File: config.mk
export PLATFORM = sky130hd
export DESIGN_NAME = rmq_ctrl
export DESIGN_NICKNAME = d
export VERILOG_FILES = /design/src/rtl/rmq_pkg.sv /design/src/rtl/rmq_ctrl.sv
export SDC_FILE = /design/constraint.sdc
export NUM_CORES = 1
export LEC_CHECK = 0
export ABC_AREA = 1
export BUFFER_PORTS_ARGS = -buffer_cell sky130_fd_sc_hd__clkbuf_2
export CAP_MARGIN = 30
export CORE_UTILIZATION = 25
export DETAILED_ROUTE_END_ITERATION = 8
export PLACE_DENSITY = 0.6
export SLEW_MARGIN = 40
export SYNTH_ARGS = -nofsm -noshare
export SYNTH_HDL_FRONTEND = slang
export SYNTH_SLANG_ARGS = --single-unit
File: constraint.sdc
create_clock -name clk -period 3.4 [get_ports clk]
set_input_delay 0.17 -clock clk [delete_from_list [all_inputs] [get_ports clk]]
set_output_delay 0.17 -clock clk [all_outputs]
set_load 0.02 [all_outputs]
File: src/rtl/rmq_pkg.sv
`timescale 1ns / 1ps

package rmq_pkg;

    localparam int POS_W            = 11;
    localparam int VAL_W            = 11;
    localparam int ELEM_W           = 32;
    localparam int VAL_SPACE        = 1 << VAL_W;
    localparam int MAX_ELEMENTS_DEF = 1024;

    localparam logic [VAL_W-1:0] CAP_RESET = VAL_W'(1024);

    typedef struct packed {
        logic clr_en;
        logic app_en;
        logic q_load;
        logic scan_en;
        logic scan_mark;
        logic scan_rewind;
        logic srch_init;
        logic srch_en;
        logic out_load;
    } cmd_t;

    typedef struct packed {
        logic clr_last;
        logic q_empty;
        logic scan_last;
        logic srch_found;
    } status_t;

endpackage

File: src/rtl/rmq_ctrl.sv
`timescale 1ns / 1ps

module rmq_ctrl (
    input  logic             clk,
    input  logic             rst_n,
    input  logic             in_valid,
    output logic             in_ready,
    input  logic             req_type,
    output logic             out_valid,
    input  logic             out_ready,
    input  rmq_pkg::status_t status,
    output rmq_pkg::cmd_t    cmd
);

    typedef enum logic [2:0] {
        ST_CLEAR,
        ST_IDLE,
        ST_MARK,
        ST_MDRAIN,
        ST_SEARCH,
        ST_UNMARK,
        ST_UDRAIN,
        ST_FINISH
    } state_t;

    state_t state_reg;
    state_t state_next;
    logic   out_valid_reg;
    logic   out_valid_next;
    logic   slot_free;

    always_comb
    begin
        cmd            = '0;
        state_next     = state_reg;
        slot_free      = !out_valid_reg || out_ready;
        out_valid_next = out_valid_reg && !out_ready;

        case (state_reg)
            ST_CLEAR:
            begin
                cmd.clr_en = 1'b1;
                if (status.clr_last)
                    state_next = ST_IDLE;
            end
            ST_IDLE:
            begin
                if (in_valid)
                begin
                    if (!req_type)
                    begin
                        cmd.app_en = 1'b1;
                        state_next = ST_FINISH;
                    end
                    else
                    begin
                        cmd.q_load = 1'b1;
                        state_next = status.q_empty ? ST_FINISH : ST_MARK;
                    end
                end
            end
            ST_MARK:
            begin
                cmd.scan_en   = 1'b1;
                cmd.scan_mark = 1'b1;
                if (status.scan_last)
                    state_next = ST_MDRAIN;
            end
            ST_MDRAIN:
            begin
                cmd.srch_init   = 1'b1;
                cmd.scan_rewind = 1'b1;
                state_next      = ST_SEARCH;
            end
            ST_SEARCH:
            begin
                cmd.srch_en = 1'b1;
                if (status.srch_found)
                    state_next = ST_UNMARK;
            end
            ST_UNMARK:
            begin
                cmd.scan_en = 1'b1;
                if (status.scan_last)
                    state_next = ST_UDRAIN;
            end
            ST_UDRAIN:
            begin
                state_next = ST_FINISH;
            end
            ST_FINISH:
            begin
                if (slot_free)
                begin
                    cmd.out_load   = 1'b1;
                    out_valid_next = 1'b1;
                    state_next     = ST_IDLE;
                end
            end
            default:
            begin
                state_next = ST_IDLE;
            end
        endcase
    end

    always_ff @(posedge clk or negedge rst_n)
    begin
        if (!rst_n)
        begin
            state_reg     <= ST_CLEAR;
            out_valid_reg <= 1'b0;
        end
        else
        begin
            state_reg     <= state_next;
            out_valid_reg <= out_valid_next;
        end
    end

    assign in_ready  = (state_reg == ST_IDLE);
    assign out_valid = out_valid_reg;

    a_rise_from_finish: assert property (@(posedge clk) disable iff (!rst_n)
        $rose(out_valid_reg) |-> $past(state_reg == ST_FINISH))
        else $error("result raised outside finish");

    a_load_when_free: assert property (@(posedge clk) disable iff (!rst_n)
        cmd.out_load |-> (!out_valid_reg || out_ready))
        else $error("result register overwritten before transaction");

endmodule

# Yosys cells after proc, flatten, opt, wreduce, memory -nomap -nowiden
# Index checks and enable logic that the tools add are counted.
[totals]
latchBits = 0
mem_bits_rw = 0
n_memories = 0
input_bits = 9
romBits = 0
register_bits = 4
[classes]
eq_ne = 13
shifts = 0
addsub = 0
order_cmp = 0
n_div = 0
reduce_logical = 7
mux = 22
bitwise = 0
mul = 0
[ops]
columns = ["op", "count"]
rows = [
  ["$mux 3", 8],
  ["$pmux 3 s8", 1],
  ["$eq 3x3->1 const B", 4],
  ["$ne 2x2->1 const B", 6],
  ["$mux 1", 10],
  ["$eq 3x2->1 const B", 2],
  ["$mux 2", 3],
  ["$reduce_and 6->1", 1],
  ["$eq 3x1->1 const B", 1],
  ["$logic_not 3->1", 1],
  ["$logic_not 1->1", 2],
  ["$reduce_or 2->1", 1],
  ["$logic_and 1x1->1", 1],
  ["$logic_or 1x1->1", 1],
]

# Depth between registers and ports, before layout
# Gate-level depths: netlist of run 1.
[depth]
word_depth = 4
mapped_depth = 9

# Worst setup path after synthesis of run 1
# OpenSTA, ideal clock, no wires.
[synth_timing]
path_kind = "flip-flop to output port"
startpoint = "register state_reg[1]"
endpoint = "output cmd[6] in the netlist's numbering"
path_slack_ns = 1.892
path_stages_with_launch = 6
t_required_ns = 3.230
arrival_time_ns = 1.338
cell_sequence = "dfrtp_1 > inv_1 > nand2_1 > nor2_2 > inv_1 > nor3_1"
[synth_rtl]
columns = ["item", "line", "source"]
rows = [
  ["start: declaration", "rmq_ctrl.sv:26", "state_t state_reg;"],
  ["start signal: assignment", "rmq_ctrl.sv:116", "state_reg <= state_next;"],
  ["end: declaration", "rmq_ctrl.sv:12", "output rmq_pkg::cmd_t cmd"],
]

==> results by stage, run 1 <==
Status:
- The run finished with clean final reports.

Drt:
- In the detailed route, the total length drawn on met2 is 385 um.
- The average wire per standard cell is 8.81 um.
- The top routing layer in use is met4.
- The routed layout has 402 vias.
- The number of design-rule violations left by the first detailed-router iteration is 9.
- The detailed-route vias per instance is 4.23.
- The post-detailed-route DRC marker count is 0.
- The detailed route wirelength on metal3 is 53 um.
- The post-route antenna net violation count is 0.
- The wire length the detailed router placed on met1 is 388 um.
- The routed design has 837 um of wire.
- The number of search-and-repair iterations in the first detailed-routing pass is 4.

Yosys:
- The number of nets in the synthesized netlist is 68.
- The most instantiated flip-flop cell in the synthesis netlist is sky130_fd_sc_hd__dfrtp_1.
- Of all flip-flops after synthesis, the portion carrying an async set or reset was 100%.
- A synthesized cell averages 6.30 um^2.
- The area of the mapped netlist is 372 um^2.
- The largest total area in the synthesized netlist belongs to sky130_fd_sc_hd__dfrtp_1.
- Of the synthesized area, sequential elements account for 26.9%.
- The number of library cell types mapped by synthesis is 17.
- In the post-synthesis netlist, the biggest area contributors are sky130_fd_sc_hd__dfrtp_1 27%, sky130_fd_sc_hd__nand2_1 17%, sky130_fd_sc_hd__inv_1 9.1%, sky130_fd_sc_hd__nor2_1 8.1%, sky130_fd_sc_hd__nand3_1 6.7%.
- During synthesis, Yosys emitted a total of 0 warnings.
- In this run, synthesis produced a sequential element count of 4.
- Counting flops with a built-in enable in the synthesized netlist gives 0.
- The area share of the largest cell type after synthesis is 26.9%.
- The cell count after synthesis came out at 59.

Setup path:
- The worst register-to-register path begins at state_reg[2].
- The required arrival time at the worst endpoint is 3.23 ns.
- The arrival time reported for the critical path endpoint is 1.43 ns.
- The minimum setup slack among reg-to-reg paths is 2.09 ns.
- The capture point of the critical path is cmd[5].
- The logic depth of the worst register-to-register path is 7.
- In this run the critical register-to-register path is captured at state_reg[1].
- The worst setup path is launched from a register.
- The critical path launch point is state_reg[2].
- The maximum fanout along the worst path is 8.
- The type of destination of the critical path is an output port.
- The worst setup path is of the register to output port kind.

Pwr:
- In this run the power spent charging and discharging nets is 0.280 mW.
- Summing internal, switching and leakage power gives 0.505 mW.
- In this run, the clock network consumes 11.5% of the power.
- The power density over the cells is 1010 nW/um^2.
- The leakage power is 0.300 nW.
- The internal power of the cells is 0.225 mW.
- The part of the power in combinational logic is 65.5%.
- Of the total power, the share spent switching nets is 55.5%.
- Across the VDD grid, the largest voltage drop is 433 uV.
- The power share of the sequential group is 23.0%.

STA:
- Setup violations remaining at the end of the flow were counted as 0.
- The actual slew at the worst max-slew pin is 0.382 ns.
- The number of pins exceeding their max-slew limit in the final report is 0.
- Based on the critical path, the design can be clocked at up to 0.625 GHz.
- The final hold violation count was 0.
- Dividing the final minimum period by the clock period gives 47.1%.
- Measured against its own limit, the worst slew margin works out to 74.6%.
- The clock skew after layout is 0.00243 ns.
- Final hold analysis gives a worst-case slack of 0.156 ns.
- The final critical delay including setup and external delays is 1.60 ns.
- For the final routed database, the setup TNS stands at 0 ns.
- Setup repair after global routing left no endpoint under its margin.

Clock tree:
- After clock tree synthesis, the flow added hold-fix buffers numbering 1.
- Clock tree synthesis found a total of 4 sinks.
- The number of resized instances in the post-cts repair step is 0.
- The number of buffers inserted to repair setup after CTS is 0.
- CTS built an H-tree with a depth of 1.
- The clock latency of the later-clocked register in the worst-skew pair is 0.23 ns.
- The clock tree from TritonCTS is built.
- Clock-pin slew was measured on the worst setup and hold paths at 0.04 ns.
- The cell at the root of the clock tree is sky130_fd_sc_hd__clkbuf_4.
- The number of clock buffers inserted by TritonCTS is 3.
- The maximum clock path buffer count is 2.

Layout:
- The number of flip-flops under the largest register name is 3.
- The fraction of layout instances using a drive strength above 1 is 36.3%.
- The area of combinational cells with multiple inputs is 213 um^2.
- The fill cell total of the finished layout is 150.
- The count of antenna diodes in the layout is 0.
- The area growth from synthesis to layout is 34.3%.
- The count of nets after finishing is 91.
- The sequential cell area in the final layout is 100 um^2.

Floorplanning:
- The site row count is 13.
- Once the floorplan was initialized, standard cells occupied 27.9% of the core.
- The die is 40.6 um tall.
- The I/O pin total is 20.
- The placeable core region is 1330 um^2.
- The floorplan die width is 40.6 um.
- The die area is 1640 um^2.

Global route:
- The overall fraction of global-route tracks in use is 12.7%.
- The first global-routing pass estimated 1.35 mm of wire.
- The number of antenna violations at the first check in global routing came to 0.
- Global routing finished with a remaining overflow of 0.
- The largest net degree at the start of global routing is 9.
- The via count of the first global-routing pass is 352.

Placed design:
- The post-DP HPWL is 632 um.
- Port buffering added 19 buffers.
- At the end of routability-driven placement, the weighted congestion stood at 0.814.

Hold path:
- The worst hold path belongs to the class input port to register.

Run:
- Max-cap violations in this run came to 0.
[logic make-up after synthesis]
kind of cell           synth area share [%]
and+or+nand+nor                        48.2
buffers and inverters                  15.8
DFF                                    26.9
AOI/OAI and AO/OA                      9.09
[layout by cell type, fill, tap and decap left out]
master,Yosys,routed
sky130_fd_sc_hd__o21ai_0,2,2
sky130_fd_sc_hd__dlygate4sd3_1,0,1
sky130_fd_sc_hd__nor2_2,3,3
sky130_fd_sc_hd__nand2_1,17,17
sky130_fd_sc_hd__or2_1,1,1
sky130_fd_sc_hd__nor2_1,8,8
sky130_fd_sc_hd__nor3_1,2,2
sky130_fd_sc_hd__nor2_4,1,1
sky130_fd_sc_hd__inv_4,1,1
sky130_fd_sc_hd__nand2_2,1,1
sky130_fd_sc_hd__a21oi_1,1,1
sky130_fd_sc_hd__dfrtp_1,4,4
sky130_fd_sc_hd__nand3b_1,1,1
sky130_fd_sc_hd__clkbuf_4,0,3
sky130_fd_sc_hd__o21bai_4,1,1
sky130_fd_sc_hd__nand3_1,5,5
sky130_fd_sc_hd__clkbuf_2,0,19
sky130_fd_sc_hd__inv_1,9,9
[how the worst min path moves through the flow]
stage          cells past startpoint  slack [ns]  startpoint            to
2_1_floorplan                      0       -0.13       rst_n     out_valid
3_3_place_gp                       1       -0.02       rst_n  state_reg[0]
3_5_place_dp                       1       -0.02       rst_n  state_reg[0]
4_1_cts                            2        0.16   out_ready     out_valid
5_1_grt                            2        0.17   out_ready     out_valid
6_report                           2        0.16   out_ready     out_valid
[Yosys cell counts (2+ instances only)]
cell	instances
sky130_fd_sc_hd__nand2_1	17
sky130_fd_sc_hd__inv_1	9
sky130_fd_sc_hd__nand3_1	5
sky130_fd_sc_hd__nor2_2	3
sky130_fd_sc_hd__o21ai_0	2
sky130_fd_sc_hd__dfrtp_1	4
sky130_fd_sc_hd__nor2_1	8
sky130_fd_sc_hd__nor3_1	2
[metal layers]
metal,vias up,global-route usage (%)
li1,223,-
met1,162,15.2
met2,15,19.0
met3,2,3.33
met4,0,10.0
met5,-,0
[area by class of cell]
cell class	count	share of cell area, %
multi-input combinational	43	42.6
inverter	10	8.02
tap	15	3.76
timing repair buffer	20	21.1
sequential	4	20.1
clock buffer	3	4.51
[power by group through the flow]
stage / clock network (mW) / registers, mW / logic (mW)
floorplan: 0 / 0.0959 / 0.280
global placement: 0 / 0.115 / 0.324
detailed placement: 0 / 0.116 / 0.327
CTS: 0.0601 / 0.116 / 0.331
global route: 0.0616 / 0.121 / 0.376
finish: 0.0580 / 0.116 / 0.331
[per-stage QoR]
step	worst slack [ns]	instance area, um^2	util, %	std cells
after floorplan	1.89	372	-	59
after global placement	2.07	467	35.0	91
after detailed placement	2.06	467	35.0	91
after CTS	1.80	499	37.4	95
after global routing	1.71	499	37.4	95
final	1.80	499	37.4	95
[worst max-delay path: stages, from the launching register on]
cell and delay, ns:
sky130_fd_sc_hd__dfrtp_1 0.56, sky130_fd_sc_hd__inv_4 0.09, sky130_fd_sc_hd__nor2_1 0.25, sky130_fd_sc_hd__or2_1 0.14, sky130_fd_sc_hd__clkbuf_2 0.16
(Power assumes the default switching activity.)
==> inputs of run 2 (changes only) <==
- ABC_AREA: 1 -> 0
- PLACE_DENSITY: 0.6 -> 0.62
- clock period: 3.4 -> 1.3 ns (I/O delays scaled with it)
==> results by stage, run 2 <==
Drt:
- The post-route antenna net violation count is 0 (unchanged).
- The number of design-rule violations left by the first detailed-router iteration came to 11 (+2).
- The number of search-and-repair iterations in the first detailed-routing pass is 4 (unchanged).
- The total wire length is 794 um (-5.1%).
- The average wire per standard cell came to 9.68 um (+9.9%).
- The post-detailed-route DRC marker count is 0 (unchanged).
- The total via count in the routed design is 396 (-1.5%).
- The detailed-route vias per instance was 4.83 (+14%).

Layout:
- The count of antenna diodes in the layout was 0 (unchanged).
- The final standard cell count with taps included and fillers excluded is 82 (-14%).
- The number of flip-flops under the largest register name came to 3 (unchanged).
- The fill cell total of the finished layout is 139 (-7.3%).
- The library cells used most frequently in the layout, excluding fill and tap cells, are 14 x sky130_fd_sc_hd__clkbuf_2, 9 x sky130_fd_sc_hd__buf_4, 4 x sky130_fd_sc_hd__nor3_2, 4 x sky130_fd_sc_hd__nand2_1.
- The commonest non-fill, non-tap cell in the layout is sky130_fd_sc_hd__clkbuf_2.
- The area of all placed cells without fillers is 546 um^2 (+9.3%).
- The count of nets after finishing is 78 (-14%).
- The fraction of layout instances using a drive strength above 1 is 65.7% (+29 points).
- The utilization after layout is 41.9% (+4.5 points).
- Relative to the synthesized area, the layout overhead comes to 54.6%.

Pwr:
- The peak supply drop came to 1070 uV (+150%).
- The power density over the cells is 2370 nW/um^2 (+130%).
- The leakage power is 0.284 nW (-5.3%).

Global route:
- The largest net degree at the start of global routing is 14 (+5).
- The global-route wire length before repair is 979 um (-27%).
- The overall fraction of global-route tracks in use is 10.0% (-2.7 points).
- The remaining global-route overflow was 0 (unchanged).
- The number of antenna violations at the first check in global routing is 0 (unchanged).
- The via count of the first global-routing pass is 257 (-27%).

Setup path:
- The required arrival time at the worst endpoint is 1.24 ns (-1.99 ns).
- The endpoint identified for the worst register-to-register timing path is state_reg[0].
- The startpoint type of the worst setup path is a register.
- Traced cell by cell, the critical path runs through buf_4 -> nand2b_4 -> nor3_1 -> buf_2.
- The delay of the slowest cell on the worst path is 0.41 ns (-0.15 ns).
- The type of destination of the critical path is an output port.
- The logic depth of the worst register-to-register path is 4 (-3).
- The maximum fanout along the worst path is 6 (-2).
- For this design, the slowest cell found on the critical path is sky130_fd_sc_hd__dfrtp_2.
- The launch point of the worst reg-to-reg path is state_reg[1].
- The startpoint-to-endpoint class of the critical path is register to output port.
- The arrival time reported for the critical path endpoint is 1.18 ns (-0.25 ns).
- The minimum setup slack among reg-to-reg paths is 0.18 ns (-1.91 ns).

Clock tree:
- The number of clock buffers inserted by TritonCTS came to 3 (unchanged).
- The maximum clock path buffer count is 2 (unchanged).
- The number of H-tree branching levels is 1 (unchanged).
- The clock tree from TritonCTS is built.
- The clock transition at the register clock pins on the worst setup and hold paths after CTS is 0.04 ns (about the same).
- The count of clock tree sinks is 4 (unchanged).
- The cell at the root of the clock tree is sky130_fd_sc_hd__clkbuf_4.
- The clock latency of the later-clocked register in the worst-skew pair came to 0.24 ns (about the same).

Hold path:
- The destination of the worst hold path is out_valid.
- The origin of the worst min-delay path is out_ready.
- The class of the tightest hold or removal check is input port to register.
- The number of cells traversed by the worst hold path is 2 (unchanged).

STA:
- The top achievable clock speed is 0.806 GHz.
- The minimum setup slack in the final design is 0.0600 ns (-1.74 ns).
- The post-route worst hold slack is 0.0545 ns (-0.102 ns).
- The actual slew at the worst max-slew pin is 0.325 ns (-0.0569 ns).
- The headroom to the max-slew limit is 78.2% (+3.7 points).
- The clock skew after layout is 0.00273 ns (+0.000302 ns).
- The total of endpoints with negative setup slack in the final report was 0 (unchanged).
- The final critical-path share of the clock period is 95.4%.
- The number of pins exceeding their max-slew limit in the final report is 0 (unchanged).
- The final hold violation count is 0 (unchanged).
- The final critical delay including setup and external delays is 1.24 ns.

Yosys:
- By area the synthesized netlist is led by sky130_fd_sc_hd__dfrtp_1 28%, sky130_fd_sc_hd__buf_6 6.4%, sky130_fd_sc_hd__nor3_2 5.7%, sky130_fd_sc_hd__nand2b_1 5.3%, sky130_fd_sc_hd__nor3_1 4.3%.
- The sequential share of the synthesized area is 28.4% (+1.4 points).
- The number of enable-type register cells in the synthesized netlist is 0 (unchanged).
- Among all flip-flop cells after synthesis, the most frequent one is sky130_fd_sc_hd__dfrtp_1.
- The total number of yosys warnings is 0 (unchanged).
- The number of flip-flops and latches in the synthesized netlist came to 4 (unchanged).
- The area share of the largest cell type after synthesis is 28.4% (+1.4 points).
- The share of synthesized registers carrying an async set or reset came to 100% (unchanged).
- The dominant cell type by area after synthesis is sky130_fd_sc_hd__dfrtp_1.
- The per-instance average area after synthesis is 8.61 um^2 (+37%).
- The area of the mapped netlist is 353 um^2 (-5.1%).
- Counting instances in the post-synthesis netlist gives the leading cell types as 4 x sky130_fd_sc_hd__dfrtp_1, 4 x sky130_fd_sc_hd__nand2_1.
- The number of library cell types mapped by synthesis is 23 (+6).
- The post-synthesis net count came to 50 (-26%).
- The cell count after synthesis is 41 (-31%).

Status:
- The run finished with clean final reports.

Placed design:
- The total of buffers placed on input and output ports is 19 (unchanged).
- The cell area after placement is 444 um^2 (-4.8%).
- The final RePlAce weighted congestion came to 0.768 (-5.7%).
- The number of placed instances, taps included came to 73 (-20%).
- The post-DP HPWL is 544 um (-14%).
- The worst slack after detailed placement is 0.0982 ns (-1.96 ns).

Floorplanning:
- The starting density of the core is 27.1% (-0.75 points).
- The die height is 39.6 um (-2.4%).
- The floorplan die width is 39.6 um (-2.4%).
- The site row count came to 13 (unchanged).
- The I/O pin total is 20 (unchanged).
- The die area is 1570 um^2 (-4.8%).
- The placeable core region is 1300 um^2 (-2.4%).

Run:
- The number of max-cap violations is 0 (unchanged).
run 2: cell types whose count changed after synthesis, moves of 2 or more:
| cell | previous run | this run |
|---|---|---|
| sky130_fd_sc_hd__inv_1 | 9 | 3 |
| sky130_fd_sc_hd__nor3_2 | 0 | 2 |
| sky130_fd_sc_hd__nand2_1 | 17 | 4 |
| sky130_fd_sc_hd__nand2b_1 | 0 | 3 |
| sky130_fd_sc_hd__nor2_2 | 3 | 0 |
| sky130_fd_sc_hd__nor2_1 | 8 | 3 |
| sky130_fd_sc_hd__nand3_1 | 5 | 2 |
run 2: worst max-delay path by stage:
stage	cells after the start	start	endpoint	slack, ns
finish	4	state_reg[0]	cmd[7]	0.06
global route	4	state_reg[0]	cmd[7]	-0.05
CTS	3	state_reg[2]	cmd[0]	-0.006
detailed placement	3	state_reg[2]	state_reg[0]	0.1
global placement	3	state_reg[2]	state_reg[2]	0.11
floorplan	3	state_reg[0]	cmd[5]	0.09
run 2: layer usage:
metal  track usage (%)  vias up  routed length [um]
met5                 0        -                   0
met4              12.9        0                  27
met3              1.70        4                  37
met2              13.9       12                 378
met1              11.3      185                 351
li1                  -      195                   -
run 2: worst max-delay path: cells and delay by family, from the launching register on:
family | cells | cell delay, ns
flops | 1 | 0.41
simple gates | 2 | 0.21
buf+inv | 2 | 0.32
run 2: power by group:
part           total, mW  switching, mW  internal [mW]  leakage, nW
registers          0.292          0.101          0.191       0.0453
clock network      0.155         0.0516          0.103       0.0138
logic              0.845          0.447          0.399        0.225
run 2: cell type report:
class	count	area (um^2)	area share [%]
Multi-Input combinational cell	29	223	40.8
Timing Repair Buffer	27	163	29.8
Sequential cell	4	104	19.0
Clock buffer	3	22.5	4.13
Tap cell	15	18.8	3.44
Inverter	4	15.0	2.75
run 2: kinds of logic after synthesis:
group | after synthesis | synth area share [%]
AND/OR/NAND/NOR | 21 | 38.3
flip-flops | 4 | 28.4
buffers and inverters | 8 | 14.9
AO/OA/AOI/OAI | 8 | 18.4
run 2: repair_timing:
item                                   in CTS  in global routing
setup buffers                               0                  5
hold buffers                                1                  0
gates resized for setup                     4                 12
setup endpoints to repair                   6                  8
endpoints found under the hold margin       4                  0
pin swaps                                   0                  0
run 2: metrics by stage:
stage,total power [mW],setup TNS (ns)
after floorplan,0.823,0
after global placement,0.939,0
after detailed placement,0.947,0
after CTS,1.15,-0.00650
after global routing,1.40,-0.0493
final,1.29,0
